### config.mk
export PLATFORM = sky130hd
export DESIGN_NAME = rational_arithmetic_unit_top_flat
export DESIGN_NICKNAME = d
export VERILOG_FILES = /design/src/sv/rau_pkg.sv /design/src/sv/rau_if.sv /design/src/sv/rau_datapath.sv /design/src/sv/rau_ctrl.sv /design/src/sv/rational_arithmetic_unit_top.sv /design/src/flat_wrapper.sv
export VERILOG_INCLUDE_DIRS = /design/src /design/src/sv
export SDC_FILE = /design/constraint.sdc
export NUM_CORES = 2
export LEC_CHECK = 0
export ABC_AREA = 1
export BUFFER_PORTS_ARGS = -buffer_cell sky130_fd_sc_hd__buf_4
export CORE_AREA = 4 4 406 408
export DETAILED_ROUTE_END_ITERATION = 10
export DIE_AREA = 0 0 410 412
export GPL_ROUTABILITY_DRIVEN = 0
export PLACE_DENSITY = 0.52
export SETUP_SLACK_MARGIN = 0.05
export SLEW_MARGIN = 30
export SYNTH_ARGS = -nofsm -noshare
export SYNTH_HDL_FRONTEND = slang
export SYNTH_SLANG_ARGS = --single-unit
### constraint.sdc
create_clock -name clk -period 14 [get_ports clk]
set_input_delay 2.1 -clock clk [delete_from_list [all_inputs] [get_ports clk]]
set_output_delay 2.1 -clock clk [all_outputs]
set_load 0.05 [all_outputs]
### src/sv/rational_arithmetic_unit_top_defines.svh
// assertion macros shared by the rational arithmetic unit modules
// no dependencies; included by the modules that carry assertions
`ifndef RATIONAL_ARITHMETIC_UNIT_TOP_DEFINES_SVH
`define RATIONAL_ARITHMETIC_UNIT_TOP_DEFINES_SVH

// same-cycle implication, disabled during reset
`define RAU_ASSERT_IMP(lbl, clk, rst_n, ante, cons, msg) \
    lbl: assert property (@(posedge clk) disable iff (!rst_n) (ante) |-> (cons)) \
        else $error(msg);

// next-cycle implication, disabled during reset
`define RAU_ASSERT_NXT(lbl, clk, rst_n, ante, cons, msg) \
    lbl: assert property (@(posedge clk) disable iff (!rst_n) (ante) |=> (cons)) \
        else $error(msg);

`endif

### src/sv/rau_pkg.sv
// types, widths, codes and helpers for the rational arithmetic unit
// no dependencies; used by the interfaces and modules through scoped names
package rau_pkg;

    // input field width and derived internal widths
    localparam int IN_W   = 16;
    localparam int PROD_W = 2 * IN_W;
    localparam int MAG_W  = 2 * IN_W + 1;
    localparam int NUM_W  = 33;
    localparam int DEN_W  = 31;
    localparam int EXT_W  = (MAG_W > NUM_W) ? MAG_W : NUM_W;
    localparam int K_W    = $clog2(MAG_W + 1);
    localparam int CNT_W  = $clog2(MAG_W);

    typedef logic [IN_W-1:0]  in_word_t;
    typedef logic [MAG_W-1:0] mag_t;

    // operation codes
    typedef enum logic [1:0] {
        OP_ADD = 2'd0,
        OP_SUB = 2'd1,
        OP_MUL = 2'd2,
        OP_DIV = 2'd3
    } op_t;

    // datapath commands issued by the controller
    typedef enum logic [3:0] {
        DP_NONE,
        DP_LOAD,
        DP_MUL0,
        DP_MUL1,
        DP_MUL2,
        DP_COMB,
        DP_GCD,
        DP_GSET,
        DP_DIVN_INIT,
        DP_DIV_STEP,
        DP_DIVD_INIT,
        DP_FINISH
    } dp_cmd_t;

    // status returned to the controller
    typedef struct packed {
        logic gcd_done;
        logic div_last;
        logic err;
    } dp_status_t;

    // magnitude of a two's complement field (most negative value maps to 2^(IN_W-1))
    function automatic in_word_t mag_of(input in_word_t v);
        in_word_t r;
        r = v[IN_W-1] ? in_word_t'(~v + in_word_t'(1)) : v;
        return r;
    endfunction

endpackage

### src/sv/rau_if.sv
// request and response channel interfaces of the rational arithmetic unit
// depends on rau_pkg for field widths
interface rau_req_if;
    logic                      valid;
    logic                      ready;
    logic [1:0]                cmd;
    logic signed [rau_pkg::IN_W-1:0] a_num;
    logic signed [rau_pkg::IN_W-1:0] a_den;
    logic signed [rau_pkg::IN_W-1:0] b_num;
    logic signed [rau_pkg::IN_W-1:0] b_den;

    modport source (output valid, cmd, a_num, a_den, b_num, b_den, input ready);
    modport sink   (input valid, cmd, a_num, a_den, b_num, b_den, output ready);
endinterface

interface rau_rsp_if;
    logic                             valid;
    logic                             ready;
    logic signed [rau_pkg::NUM_W-1:0] res_num;
    logic [rau_pkg::DEN_W-1:0]        res_den;
    logic                             div_error;

    modport source (output valid, res_num, res_den, div_error, input ready);
    modport sink   (input valid, res_num, res_den, div_error, output ready);
endinterface

### src/sv/rau_datapath.sv
// datapath: operand registers, shared multiplier, sign-magnitude adder,
// binary gcd unit and restoring divider; depends on rau_pkg and the defines header
`include "rational_arithmetic_unit_top_defines.svh"

module rau_datapath (
    input  logic                       clk,
    input  logic                       rst_n,
    input  rau_pkg::dp_cmd_t           dp_cmd,
    output rau_pkg::dp_status_t        status,
    input  logic [1:0]                 cmd,
    input  logic [rau_pkg::IN_W-1:0]   a_num,
    input  logic [rau_pkg::IN_W-1:0]   a_den,
    input  logic [rau_pkg::IN_W-1:0]   b_num,
    input  logic [rau_pkg::IN_W-1:0]   b_den,
    output logic [rau_pkg::NUM_W-1:0]  res_num,
    output logic [rau_pkg::DEN_W-1:0]  res_den,
    output logic                       div_error
);

    // operand registers (sign and magnitude)
    rau_pkg::op_t      op_reg;
    rau_pkg::in_word_t an_reg, ad_reg, bn_reg, bd_reg;
    logic              an_neg_reg, ad_neg_reg, bn_neg_reg, bd_neg_reg;

    // products
    rau_pkg::mag_t     p1_reg, p2_reg, pd_reg;
    logic              p1_neg_reg, p2_neg_reg, pd_neg_reg;

    // combined fraction
    rau_pkg::mag_t     num_reg, den_reg;
    logic              num_neg_reg, den_neg_reg;

    // gcd and divider state
    rau_pkg::mag_t            u_reg, v_reg, g_reg, rem_reg, q_reg, nq_reg;
    logic [rau_pkg::K_W-1:0]  k_reg;
    logic [rau_pkg::CNT_W-1:0] cnt_reg;

    // result registers
    logic [rau_pkg::NUM_W-1:0] res_num_reg;
    logic [rau_pkg::DEN_W-1:0] res_den_reg;
    logic                      err_reg;

    // shared multiplier operand select
    rau_pkg::in_word_t          mul_a, mul_b;
    logic [rau_pkg::PROD_W-1:0] prod;
    always_comb
    begin
        case (dp_cmd)
            rau_pkg::DP_MUL0:
            begin
                mul_a = an_reg;
                mul_b = (op_reg == rau_pkg::OP_MUL) ? bn_reg : bd_reg;
            end
            rau_pkg::DP_MUL1:
            begin
                mul_a = bn_reg;
                mul_b = ad_reg;
            end
            default:
            begin
                mul_a = ad_reg;
                mul_b = bd_reg;
            end
        endcase
        prod = rau_pkg::PROD_W'(mul_a) * rau_pkg::PROD_W'(mul_b);
    end

    // sign-magnitude add of the two cross products
    logic          p2_eff_neg;
    rau_pkg::mag_t sum_mag;
    logic          sum_neg;
    always_comb
    begin
        p2_eff_neg = p2_neg_reg ^ (op_reg == rau_pkg::OP_SUB);
        if (p1_neg_reg == p2_eff_neg)
        begin
            sum_mag = p1_reg + p2_reg;
            sum_neg = p1_neg_reg;
        end
        else if (p1_reg >= p2_reg)
        begin
            sum_mag = p1_reg - p2_reg;
            sum_neg = p1_neg_reg;
        end
        else
        begin
            sum_mag = p2_reg - p1_reg;
            sum_neg = p2_eff_neg;
        end
    end

    // one binary gcd step
    rau_pkg::mag_t           u_step, v_step;
    logic [rau_pkg::K_W-1:0] k_step;
    always_comb
    begin
        u_step = u_reg;
        v_step = v_reg;
        k_step = k_reg;
        if (u_reg != '0)
        begin
            if (!u_reg[0] && !v_reg[0])
            begin
                u_step = u_reg >> 1;
                v_step = v_reg >> 1;
                k_step = k_reg + rau_pkg::K_W'(1);
            end
            else if (!u_reg[0])
            begin
                u_step = u_reg >> 1;
            end
            else if (!v_reg[0])
            begin
                v_step = v_reg >> 1;
            end
            else if (u_reg >= v_reg)
            begin
                u_step = (u_reg - v_reg) >> 1;
            end
            else
            begin
                v_step = (v_reg - u_reg) >> 1;
            end
        end
    end

    // one restoring division step
    logic [rau_pkg::MAG_W:0] rem_shift;
    logic                    rem_ge;
    always_comb
    begin
        rem_shift = {rem_reg, q_reg[rau_pkg::MAG_W-1]};
        rem_ge    = (rem_shift >= {1'b0, g_reg});
    end

    // final sign and truncation
    logic                      error_now;
    logic                      res_neg;
    logic [rau_pkg::EXT_W-1:0] nq_ext, dq_ext, num_signed;
    always_comb
    begin
        error_now  = (ad_reg == '0) || (bd_reg == '0) ||
                     ((op_reg == rau_pkg::OP_DIV) && (bn_reg == '0));
        res_neg    = (num_neg_reg != den_neg_reg) && (nq_reg != '0);
        nq_ext     = rau_pkg::EXT_W'(nq_reg);
        dq_ext     = rau_pkg::EXT_W'(q_reg);
        num_signed = res_neg ? (~nq_ext + rau_pkg::EXT_W'(1)) : nq_ext;
    end

    // datapath registers
    always_ff @(posedge clk)
    begin
        case (dp_cmd)
            rau_pkg::DP_LOAD:
            begin
                op_reg     <= rau_pkg::op_t'(cmd);
                an_reg     <= rau_pkg::mag_of(a_num);
                ad_reg     <= rau_pkg::mag_of(a_den);
                bn_reg     <= rau_pkg::mag_of(b_num);
                bd_reg     <= rau_pkg::mag_of(b_den);
                an_neg_reg <= a_num[rau_pkg::IN_W-1];
                ad_neg_reg <= a_den[rau_pkg::IN_W-1];
                bn_neg_reg <= b_num[rau_pkg::IN_W-1];
                bd_neg_reg <= b_den[rau_pkg::IN_W-1];
            end
            rau_pkg::DP_MUL0:
            begin
                p1_reg     <= rau_pkg::MAG_W'(prod);
                p1_neg_reg <= an_neg_reg ^
                              ((op_reg == rau_pkg::OP_MUL) ? bn_neg_reg : bd_neg_reg);
            end
            rau_pkg::DP_MUL1:
            begin
                p2_reg     <= rau_pkg::MAG_W'(prod);
                p2_neg_reg <= bn_neg_reg ^ ad_neg_reg;
            end
            rau_pkg::DP_MUL2:
            begin
                pd_reg     <= rau_pkg::MAG_W'(prod);
                pd_neg_reg <= ad_neg_reg ^ bd_neg_reg;
            end
            rau_pkg::DP_COMB:
            begin
                // numerator and denominator by operation, gcd operands loaded too
                if (op_reg == rau_pkg::OP_ADD || op_reg == rau_pkg::OP_SUB)
                begin
                    num_reg     <= sum_mag;
                    num_neg_reg <= sum_neg;
                    u_reg       <= sum_mag;
                end
                else
                begin
                    num_reg     <= p1_reg;
                    num_neg_reg <= p1_neg_reg;
                    u_reg       <= p1_reg;
                end
                if (op_reg == rau_pkg::OP_DIV)
                begin
                    den_reg     <= p2_reg;
                    den_neg_reg <= p2_neg_reg;
                    v_reg       <= p2_reg;
                end
                else
                begin
                    den_reg     <= pd_reg;
                    den_neg_reg <= pd_neg_reg;
                    v_reg       <= pd_reg;
                end
                k_reg <= '0;
            end
            rau_pkg::DP_GCD:
            begin
                u_reg <= u_step;
                v_reg <= v_step;
                k_reg <= k_step;
            end
            rau_pkg::DP_GSET:
            begin
                g_reg <= v_reg << k_reg;
            end
            rau_pkg::DP_DIVN_INIT:
            begin
                rem_reg <= '0;
                q_reg   <= num_reg;
                cnt_reg <= rau_pkg::CNT_W'(rau_pkg::MAG_W - 1);
            end
            rau_pkg::DP_DIV_STEP:
            begin
                rem_reg <= rem_ge ? rau_pkg::MAG_W'(rem_shift - {1'b0, g_reg})
                                  : rem_shift[rau_pkg::MAG_W-1:0];
                q_reg   <= {q_reg[rau_pkg::MAG_W-2:0], rem_ge};
                cnt_reg <= cnt_reg - rau_pkg::CNT_W'(1);
            end
            rau_pkg::DP_DIVD_INIT:
            begin
                nq_reg  <= q_reg;
                rem_reg <= '0;
                q_reg   <= den_reg;
                cnt_reg <= rau_pkg::CNT_W'(rau_pkg::MAG_W - 1);
            end
            rau_pkg::DP_FINISH:
            begin
                if (error_now)
                begin
                    res_num_reg <= '0;
                    res_den_reg <= rau_pkg::DEN_W'(1);
                    err_reg     <= 1'b1;
                end
                else
                begin
                    res_num_reg <= num_signed[rau_pkg::NUM_W-1:0];
                    res_den_reg <= dq_ext[rau_pkg::DEN_W-1:0];
                    err_reg     <= 1'b0;
                end
            end
            default:
            begin
            end
        endcase
    end

    // status and outputs
    assign status.gcd_done = (u_reg == '0);
    assign status.div_last = (cnt_reg == '0);
    assign status.err      = error_now;
    assign res_num         = res_num_reg;
    assign res_den         = res_den_reg;
    assign div_error       = err_reg;

    // gcd of a nonzero denominator is never zero
    `RAU_ASSERT_NXT(a_gcd_nonzero, clk, rst_n, dp_cmd == rau_pkg::DP_GSET, g_reg != '0, "gcd came out zero")
    // a reduced denominator is at least one
    `RAU_ASSERT_NXT(a_den_positive, clk, rst_n, dp_cmd == rau_pkg::DP_FINISH, res_den_reg != '0, "zero result denominator")

endmodule

### src/sv/rau_ctrl.sv
// controller state machine sequencing load, multiply, gcd, divide and output
// depends on rau_pkg and the defines header
`include "rational_arithmetic_unit_top_defines.svh"

module rau_ctrl (
    input  logic                clk,
    input  logic                rst_n,
    input  logic                in_valid,
    output logic                in_ready,
    output logic                out_valid,
    input  logic                out_ready,
    output rau_pkg::dp_cmd_t    dp_cmd,
    input  rau_pkg::dp_status_t status
);

    typedef enum logic [3:0] {
        S_IDLE,
        S_CHECK,
        S_MUL0,
        S_MUL1,
        S_MUL2,
        S_COMB,
        S_GCD,
        S_GSET,
        S_DIVN_INIT,
        S_DIVN,
        S_DIVD_INIT,
        S_DIVD,
        S_FIN,
        S_DONE
    } state_t;

    state_t state_reg, state_next;
    logic   in_ready_reg, out_valid_reg;

    // next state and command decode
    always_comb
    begin
        state_next = state_reg;
        dp_cmd     = rau_pkg::DP_NONE;
        unique case (state_reg)
            S_IDLE:
            begin
                if (in_valid)
                begin
                    dp_cmd     = rau_pkg::DP_LOAD;
                    state_next = S_CHECK;
                end
            end
            S_CHECK:
            begin
                state_next = status.err ? S_FIN : S_MUL0;
            end
            S_MUL0:
            begin
                dp_cmd     = rau_pkg::DP_MUL0;
                state_next = S_MUL1;
            end
            S_MUL1:
            begin
                dp_cmd     = rau_pkg::DP_MUL1;
                state_next = S_MUL2;
            end
            S_MUL2:
            begin
                dp_cmd     = rau_pkg::DP_MUL2;
                state_next = S_COMB;
            end
            S_COMB:
            begin
                dp_cmd     = rau_pkg::DP_COMB;
                state_next = S_GCD;
            end
            S_GCD:
            begin
                dp_cmd = rau_pkg::DP_GCD;
                if (status.gcd_done)
                begin
                    state_next = S_GSET;
                end
            end
            S_GSET:
            begin
                dp_cmd     = rau_pkg::DP_GSET;
                state_next = S_DIVN_INIT;
            end
            S_DIVN_INIT:
            begin
                dp_cmd     = rau_pkg::DP_DIVN_INIT;
                state_next = S_DIVN;
            end
            S_DIVN:
            begin
                dp_cmd = rau_pkg::DP_DIV_STEP;
                if (status.div_last)
                begin
                    state_next = S_DIVD_INIT;
                end
            end
            S_DIVD_INIT:
            begin
                dp_cmd     = rau_pkg::DP_DIVD_INIT;
                state_next = S_DIVD;
            end
            S_DIVD:
            begin
                dp_cmd = rau_pkg::DP_DIV_STEP;
                if (status.div_last)
                begin
                    state_next = S_FIN;
                end
            end
            S_FIN:
            begin
                dp_cmd     = rau_pkg::DP_FINISH;
                state_next = S_DONE;
            end
            S_DONE:
            begin
                if (out_ready)
                begin
                    state_next = S_IDLE;
                end
            end
            default:
            begin
                state_next = S_IDLE;
            end
        endcase
    end

    // state and registered handshake outputs
    always_ff @(posedge clk or negedge rst_n)
    begin
        if (!rst_n)
        begin
            state_reg     <= S_IDLE;
            in_ready_reg  <= 1'b1;
            out_valid_reg <= 1'b0;
        end
        else
        begin
            state_reg     <= state_next;
            in_ready_reg  <= (state_next == S_IDLE);
            out_valid_reg <= (state_next == S_DONE);
        end
    end

    assign in_ready  = in_ready_reg;
    assign out_valid = out_valid_reg;

    // never ready for a request while a response is pending
    `RAU_ASSERT_IMP(a_ready_excl, clk, rst_n, in_ready, !out_valid, "ready while response pending")
    // a taken response frees the unit on the next cycle
    `RAU_ASSERT_NXT(a_rsp_frees, clk, rst_n, out_valid && out_ready, in_ready, "not ready after response")
    // an erroneous request skips the arithmetic
    `RAU_ASSERT_NXT(a_err_skip, clk, rst_n, state_reg == S_CHECK && status.err, state_reg == S_FIN, "error did not skip to finish")

endmodule

### src/sv/rational_arithmetic_unit_top.sv
// Rational arithmetic unit: adds, subtracts, multiplies or divides two signed
// fractions and returns the result reduced by its gcd, sign on the numerator,
// denominator positive, zero as 0/1; a zero denominator or division by zero
// sets div_error with 0/1. One request is worked at a time; the two
// restoring divisions run over MAG_W = 2*IN_W+1 (33) bits after the binary
// gcd, and a request with an error skips the arithmetic.
// Depends on rau_pkg, rau_if, rau_ctrl and rau_datapath.
module rational_arithmetic_unit_top (
    input  logic    clk,
    input  logic    rst_n,
    rau_req_if.sink req,
    rau_rsp_if.source rsp
);

    rau_pkg::dp_cmd_t    dp_cmd;
    rau_pkg::dp_status_t status;

    // controller
    rau_ctrl u_ctrl (
        .clk       (clk),
        .rst_n     (rst_n),
        .in_valid  (req.valid),
        .in_ready  (req.ready),
        .out_valid (rsp.valid),
        .out_ready (rsp.ready),
        .dp_cmd    (dp_cmd),
        .status    (status)
    );

    // datapath
    rau_datapath u_datapath (
        .clk       (clk),
        .rst_n     (rst_n),
        .dp_cmd    (dp_cmd),
        .status    (status),
        .cmd       (req.cmd),
        .a_num     (req.a_num),
        .a_den     (req.a_den),
        .b_num     (req.b_num),
        .b_den     (req.b_den),
        .res_num   (rsp.res_num),
        .res_den   (rsp.res_den),
        .div_error (rsp.div_error)
    );

endmodule
### src/flat_wrapper.sv
// flat-port wrapper written by rule: the top's interface ports become plain ports
module rational_arithmetic_unit_top_flat 
  (clk, rst_n, req_valid, req_cmd, req_a_num, req_a_den, req_b_num, req_b_den, req_ready, rsp_valid, rsp_res_num, rsp_res_den, rsp_div_error, rsp_ready);
  rau_req_if req_i ();
  rau_rsp_if rsp_i ();
  input  logic clk;
  input  logic rst_n;
  input wire logic [$bits(req_i.valid)-1:0] req_valid;
  input wire logic [$bits(req_i.cmd)-1:0] req_cmd;
  input wire logic [$bits(req_i.a_num)-1:0] req_a_num;
  input wire logic [$bits(req_i.a_den)-1:0] req_a_den;
  input wire logic [$bits(req_i.b_num)-1:0] req_b_num;
  input wire logic [$bits(req_i.b_den)-1:0] req_b_den;
  output wire logic [$bits(req_i.ready)-1:0] req_ready;
  output wire logic [$bits(rsp_i.valid)-1:0] rsp_valid;
  output wire logic [$bits(rsp_i.res_num)-1:0] rsp_res_num;
  output wire logic [$bits(rsp_i.res_den)-1:0] rsp_res_den;
  output wire logic [$bits(rsp_i.div_error)-1:0] rsp_div_error;
  input wire logic [$bits(rsp_i.ready)-1:0] rsp_ready;
  assign req_i.valid = req_valid;
  assign req_i.cmd = req_cmd;
  assign req_i.a_num = req_a_num;
  assign req_i.a_den = req_a_den;
  assign req_i.b_num = req_b_num;
  assign req_i.b_den = req_b_den;
  assign req_ready = req_i.ready;
  assign rsp_valid = rsp_i.valid;
  assign rsp_res_num = rsp_i.res_num;
  assign rsp_res_den = rsp_i.res_den;
  assign rsp_div_error = rsp_i.div_error;
  assign rsp_i.ready = rsp_ready;
  rational_arithmetic_unit_top u_core (.clk(clk), .rst_n(rst_n), .req(req_i), .rsp(rsp_i));
endmodule
-- Word-level counts from Yosys, hierarchy flattened
Cells that the tools add are included.
- multiply operators: 1
- reductions and logical operators: 28
- bitwise operators: 9
- equal/unequal tests: 36
- $add $sub $neg: 13
- mux-type cells: 46
- $lt $le $gt $ge: 3
- shift-type cells: 1
- operators by type and width (kind ; number):
    2-to-1 mux 33 bit ; 15
    case mux 33 bit (2 select lines) ; 3
    case mux 33 bit (3 select lines) ; 1
    subtractor 33 bit ; 3
    nonzero test 33 bit ; 2
    subtractor 32 x 32 -> 33 bit ; 2
    adder 16 x 1 -> 16 bit (second input constant) ; 4
    NOT 16 bit ; 4
    case mux 16 bit (2 select lines) ; 2
    2-to-1 mux 15 bit ; 4
    case mux 4 bit (14 select lines) ; 1
    zero test 16 bit ; 3
    == test 4 bit (second input constant) ; 11
    case mux 4 bit (11 select lines) ; 1
    greater-or-equal comparator 34 x 33 -> 1 bit ; 1
    adder 32 x 32 -> 33 bit ; 1
    adder 33 x 1 -> 33 bit (second input constant) ; 1
    greater-or-equal comparator 33 bit ; 1
    zero test 33 bit ; 1
    NOT 33 bit ; 1
    << shifter 33 x 6 -> 33 bit ; 1
    == test 4 x 3 -> 1 bit (second input constant) ; 8
    greater-or-equal comparator 32 bit ; 1
    multiplier 16 x 16 -> 32 bit ; 1
    other kinds (30) ; 64
- word-level logic and storage cells: 176
- bits of input ports: 70
- output and inout bits: 67
- register bits: 518

-- Logic depth before layout (Yosys ltp)
- depth after elaboration: 7
- gate-level depth with buffers: 34
- depth with buffers taken out: 32

-- Cells and area by module
From an unflattened synthesis, not the netlist that was laid out.
- cells, all modules: 5991
- area, all modules: 46238.1 um^2
- modules (own cells, without submodules) (module ; area an instance (um^2) ; cells an instance ; seq. area each (um^2) ; times used):
    rau_datapath ; 45813.9 ; 5921 ; 15314.7 ; 1
    rau_ctrl ; 424.2 ; 70 ; 151.4 ; 1

-- Worst setup path before layout
OpenSTA, ideal clock, no wires.
- kind: register to register
- start: register u_core.u_ctrl.state_reg[3]
- end: register u_core.u_datapath.p1_reg[29] (data pin)
- period minus slack after synthesis: 6808 ps
- path slack: 7192 ps
- arrival: 6639 ps
- data required time: 13830 ps
- stages on the path, launching flop included: 29
- setup time: 170 ps
- path buffers: 3
- cells stage by stage: dfrtp_1 -> nor2_1 -> inv_1 -> nor2_1 -> buf_2 -> buf_2 -> nand2_1 -> o311ai_2 -> clkbuf_1 -> nand2_1 -> fa_1 -> fa_1 -> inv_1 -> fa_1 -> fa_1 -> fa_1 -> inv_1 -> fa_1 -> inv_1 -> ha_1 -> nand2_1 -> nor4_1 -> nand3_1 -> nand3_1 -> nand3_1 -> nand2_1 -> nand3_1 -> nand2_1 -> xor2_1
- longest elaborated chain between the ends: 6
- elaborated cells between the ends (all ways): 19
- classes of those cells: mul (1); eq/ne (13); mux (3); reduce/logical (2)
- RTL lines (what ; line ; RTL):
    start: declaration ; rau_ctrl.sv:33 ; state_t state_reg, state_next;
    start signal: assignment ; rau_ctrl.sv:143 ; state_reg <= state_next;
    == test 4 bit ; rau_ctrl.sv:41 ; unique case (state_reg)
    OR reduction 2 bit (no line) ; n/a ;
    case mux 4 bit (11 select lines) (*) ; rau_ctrl.sv:41 ;
    == test 4 x 2 -> 1 bit ; rau_datapath.sv:48 ; case (dp_cmd)
    case mux 16 bit (2 select lines) ; rau_datapath.sv:48 ;
    multiplier 16 x 16 -> 32 bit (*) ; rau_datapath.sv:65 ; prod = rau_pkg::PROD_W'(mul_a) * rau_pkg::PROD_W'(mul_b);
    net u_core.u_datapath.prod (one bit) ; rau_datapath.sv:45 ; logic [rau_pkg::PROD_W-1:0] prod;
    end signal: assignment ; rau_datapath.sv:168 ; p1_reg <= rau_pkg::MAG_W'(prod);
    end: declaration ; rau_datapath.sv:26 ; rau_pkg::mag_t p1_reg, p2_reg, pd_reg;
Mark *: on every way through the listed nets, which the timed path passes. The rest lies on a longest branch.
A chain may end at the register's enable or synchronous reset.

-- Worst setup path in the final report
- start: register u_core.u_datapath.op_reg[1]
- end: register u_core.u_datapath.pd_reg[30] (data pin)
- longest elaborated chain between the ends: 4
- RTL lines (what ; line ; RTL):
    start: declaration ; rau_datapath.sv:21 ; rau_pkg::op_t op_reg;
    start signal: assignment ; rau_datapath.sv:156 ; op_reg <= rau_pkg::op_t'(cmd);
    == test 2 bit ; rau_datapath.sv:52 ; mul_b = (op_reg == rau_pkg::OP_MUL) ? bn_reg : bd_reg;
    2-to-1 mux 16 bit ; rau_datapath.sv:52 ;
    case mux 16 bit (2 select lines) ; rau_datapath.sv:48 ;
    multiplier 16 x 16 -> 32 bit ; rau_datapath.sv:65 ;
    net u_core.u_datapath.prod (one bit) ; rau_datapath.sv:45 ;
    end signal: assignment ; rau_datapath.sv:179 ; pd_reg <= rau_pkg::MAG_W'(prod);
    end: declaration ; rau_datapath.sv:26 ;
The timed path passes the listed nets, and every way through them passes these cells.

==> metrics.yaml <==
outcome: "completed"
reg2reg_from: "u_core.u_datapath.op_reg[1]"
area_delta_synth_final_pct: 11.2
worst-path-buf-inv: 5
crit_arrival_ns: 9.11
synth_edf_count: 510
netlist_area_um2: 46500
syn_area_per_cell_um2: 7.64
ys_ff_latch: 516
core.rowCount: 148
drive_gt1_share_pct: 6.55
syn_nets: 6659
cap_violations: 0
worstPathRequired_ns: 14.43
die_w_um: 410
cts-root-buf: "clkbuf_16"
slew_headroom_pct: 25.3
r2r_slack_ns: 5.32
cts.path.max_buffers: 3
ant_nets: 0
vias_per_cell: 4.94
grt_pass1_vias: 39900
clock.fmax_mhz: 115
cp_common_cell: "fa_1"
clock_sinks: 516
antenna_found_initial: 2
yosys_warnings: 0
cts_tree: "done"
synth_top_cell_by_area: "edfxtp_1"
layout.nets: 6695
start_util_pct: 28.7
numCtsBuffers: 60
synthTopCellsByArea: "edfxtp_1 (33%), nand2_1 (12%), fa_1 (8.6%), ha_1 (8.3%), inv_1 (7.9%)"
r2r-end: "u_core.u_datapath.pd_reg[30]"
min_from: "u_core.u_datapath.num_reg[14]"
ys_top_cells_by_count: "nand2_1 (1529), inv_1 (981), nor2_1 (642)"
netlist_instances: 6081
hold_violations: 0
final.setup.tns_ns: 0
wl_per_cell_um: 19.1
synth_cell_types: 65
clk_latency_ns: 0.68
yosysMostFrequentCell: "nand2_1"
synthFlopType: "edfxtp_1"
antenna_cells_inserted: 0
rsz0062_at_grt: "no"
die_y_um: 412
cts.clk_slew.worst_paths_ns: 0.06
cp_max_fo: 39
core_area_um2: 162000
grt_max_degree: 71
netlist.area_leader.share_pct: 33.0
hold_class: "register to register"
fin_crit_ns: 8.68
hold_path_depth: 2
fillers: 17300
fin_hold_ws_ns: 0.460
async_flop_share_pct: 1.16
routed_wl_um: 160000
worst_slew_pin_slew_ns: 1.11
slowest_stage: "a21oi_2"
crit_type: "register to register"
port_buffers: 136
drtIter0Drc: 4215
h-tree-depth: 2
first_pass_iters: 6
crit_family: "adder cells"
grt_usage_pct: 18.3
dieArea_um2: 169000
worstRegToRegCells: 26
setup_violations: 0
ioPinCount: 137
critPathLaunchType: "register"
fin_crit_sh_pct: 62.0
grt_first_pass_wirelength_um: 241000
drc: 0
maxSlewViolCount: 0
crit_path_end_kind: "register"
hold_end: "u_core.u_datapath.dq_ext[14]"
postCtsSetupBuffers: 0
yosysSeqAreaShare_pct: 33.3
hpwlAfterDp_um: 129000
skew_ns: 0.0729
cts_resized: 0
overflow: 0
postCtsHoldBufs: 0
num_vias: 41200
max_stage_delay_ns: 0.70
[through the flow]
step	util [%]	setup slack, ns	std cells	area (µm²)
floorplan	-	7.19	6081	46500
global placement	30.7	5.58	8227	49600
detailed placement	30.7	5.57	8228	49600
CTS	31.9	5.45	8339	51600
global route	32.0	4.98	8341	51700
finish	32.0	5.32	8341	51700
[worst min-delay path: cells and delay by family (launching register included)]
kind	cells	cell delay, ns
flops	1	0.32
simple gates	2	0.10
[routing by layer]
layer	GRT usage, %	vias up	wire length [µm]	part of all wire, %
li1	-	19600	-	-
met1	24.9	19600	69500	44
met2	29.7	1722	71300	45
met3	2.50	335	12100	7.6
met4	6.89	0	6690	4.2
met5	0	-	0	0
[placed cells by master, fill, tap and decap left out, types with 16 or more instances in the layout]
cell       count
nor2_1       630
mux2i_1       22
nor3_1        58
o21ai_1       66
o21bai_1      18
a21o_1        18
nor4_1        30
o211ai_1      19
a31oi_1       19
nand2_2       22
xor2_1       120
fa_1         200
nand3b_1      43
nand4_1       39
o21ai_0      282
clkbuf_16     60
ha_1         308
a21oi_1      370
xnor2_1       70
nor2_2        38
inv_1        978
nand2_1     1527
a22oi_1       31
inv_2         16
buf_4        178
edfxtp_1     510
o22ai_1       16
nand3_1      268
[cell type report]
type,instances,area (µm²),area share (%)
Sequential cell,516,15500,29.9
Tap cell,2175,2720,5.27
Clock buffer,77,1590,3.07
Clock inverter,34,423,0.819
Timing Repair Buffer,181,1400,2.71
Multi-Input combinational cell,4362,26300,51.0
Inverter,996,3740,7.24
[cell families after synthesis]
family / after synthesis / share of synthesized area (%)
AND/OR/NAND/NOR: 2716 / 24.3
XOR/XNOR: 192 / 3.65
buffers and inverters: 1203 / 10.3
AO/OA/AOI/OAI: 923 / 11.1
adder cells (fa/ha/maj): 508 / 16.9
multiplexers: 23 / 0.498
flip-flops: 516 / 33.3
[worst max-delay path by stage]
stage | startpoint | to | slack (ns) | cells past startpoint
final | u_core.u_datapath.op_reg[1] | u_core.u_datapath.pd_reg[30] | 5.32 | 26
after CTS | u_core.u_ctrl.state_reg[2] | u_core.u_datapath.pd_reg[30] | 5.45 | 29
after floorplan | u_core.u_ctrl.state_reg[3] | u_core.u_datapath.p1_reg[29] | 7.19 | 28
after global routing | u_core.u_datapath.op_reg[1] | u_core.u_datapath.p2_reg[29] | 4.98 | 28
after detailed placement | u_core.u_ctrl.state_reg[2] | u_core.u_datapath.pd_reg[30] | 5.57 | 29
after global placement | u_core.u_ctrl.state_reg[2] | u_core.u_datapath.p1_reg[30] | 5.58 | 29
Power is not shown: default switching activity piles up to over one toggle a cycle in this logic, so the estimate is an artifact.
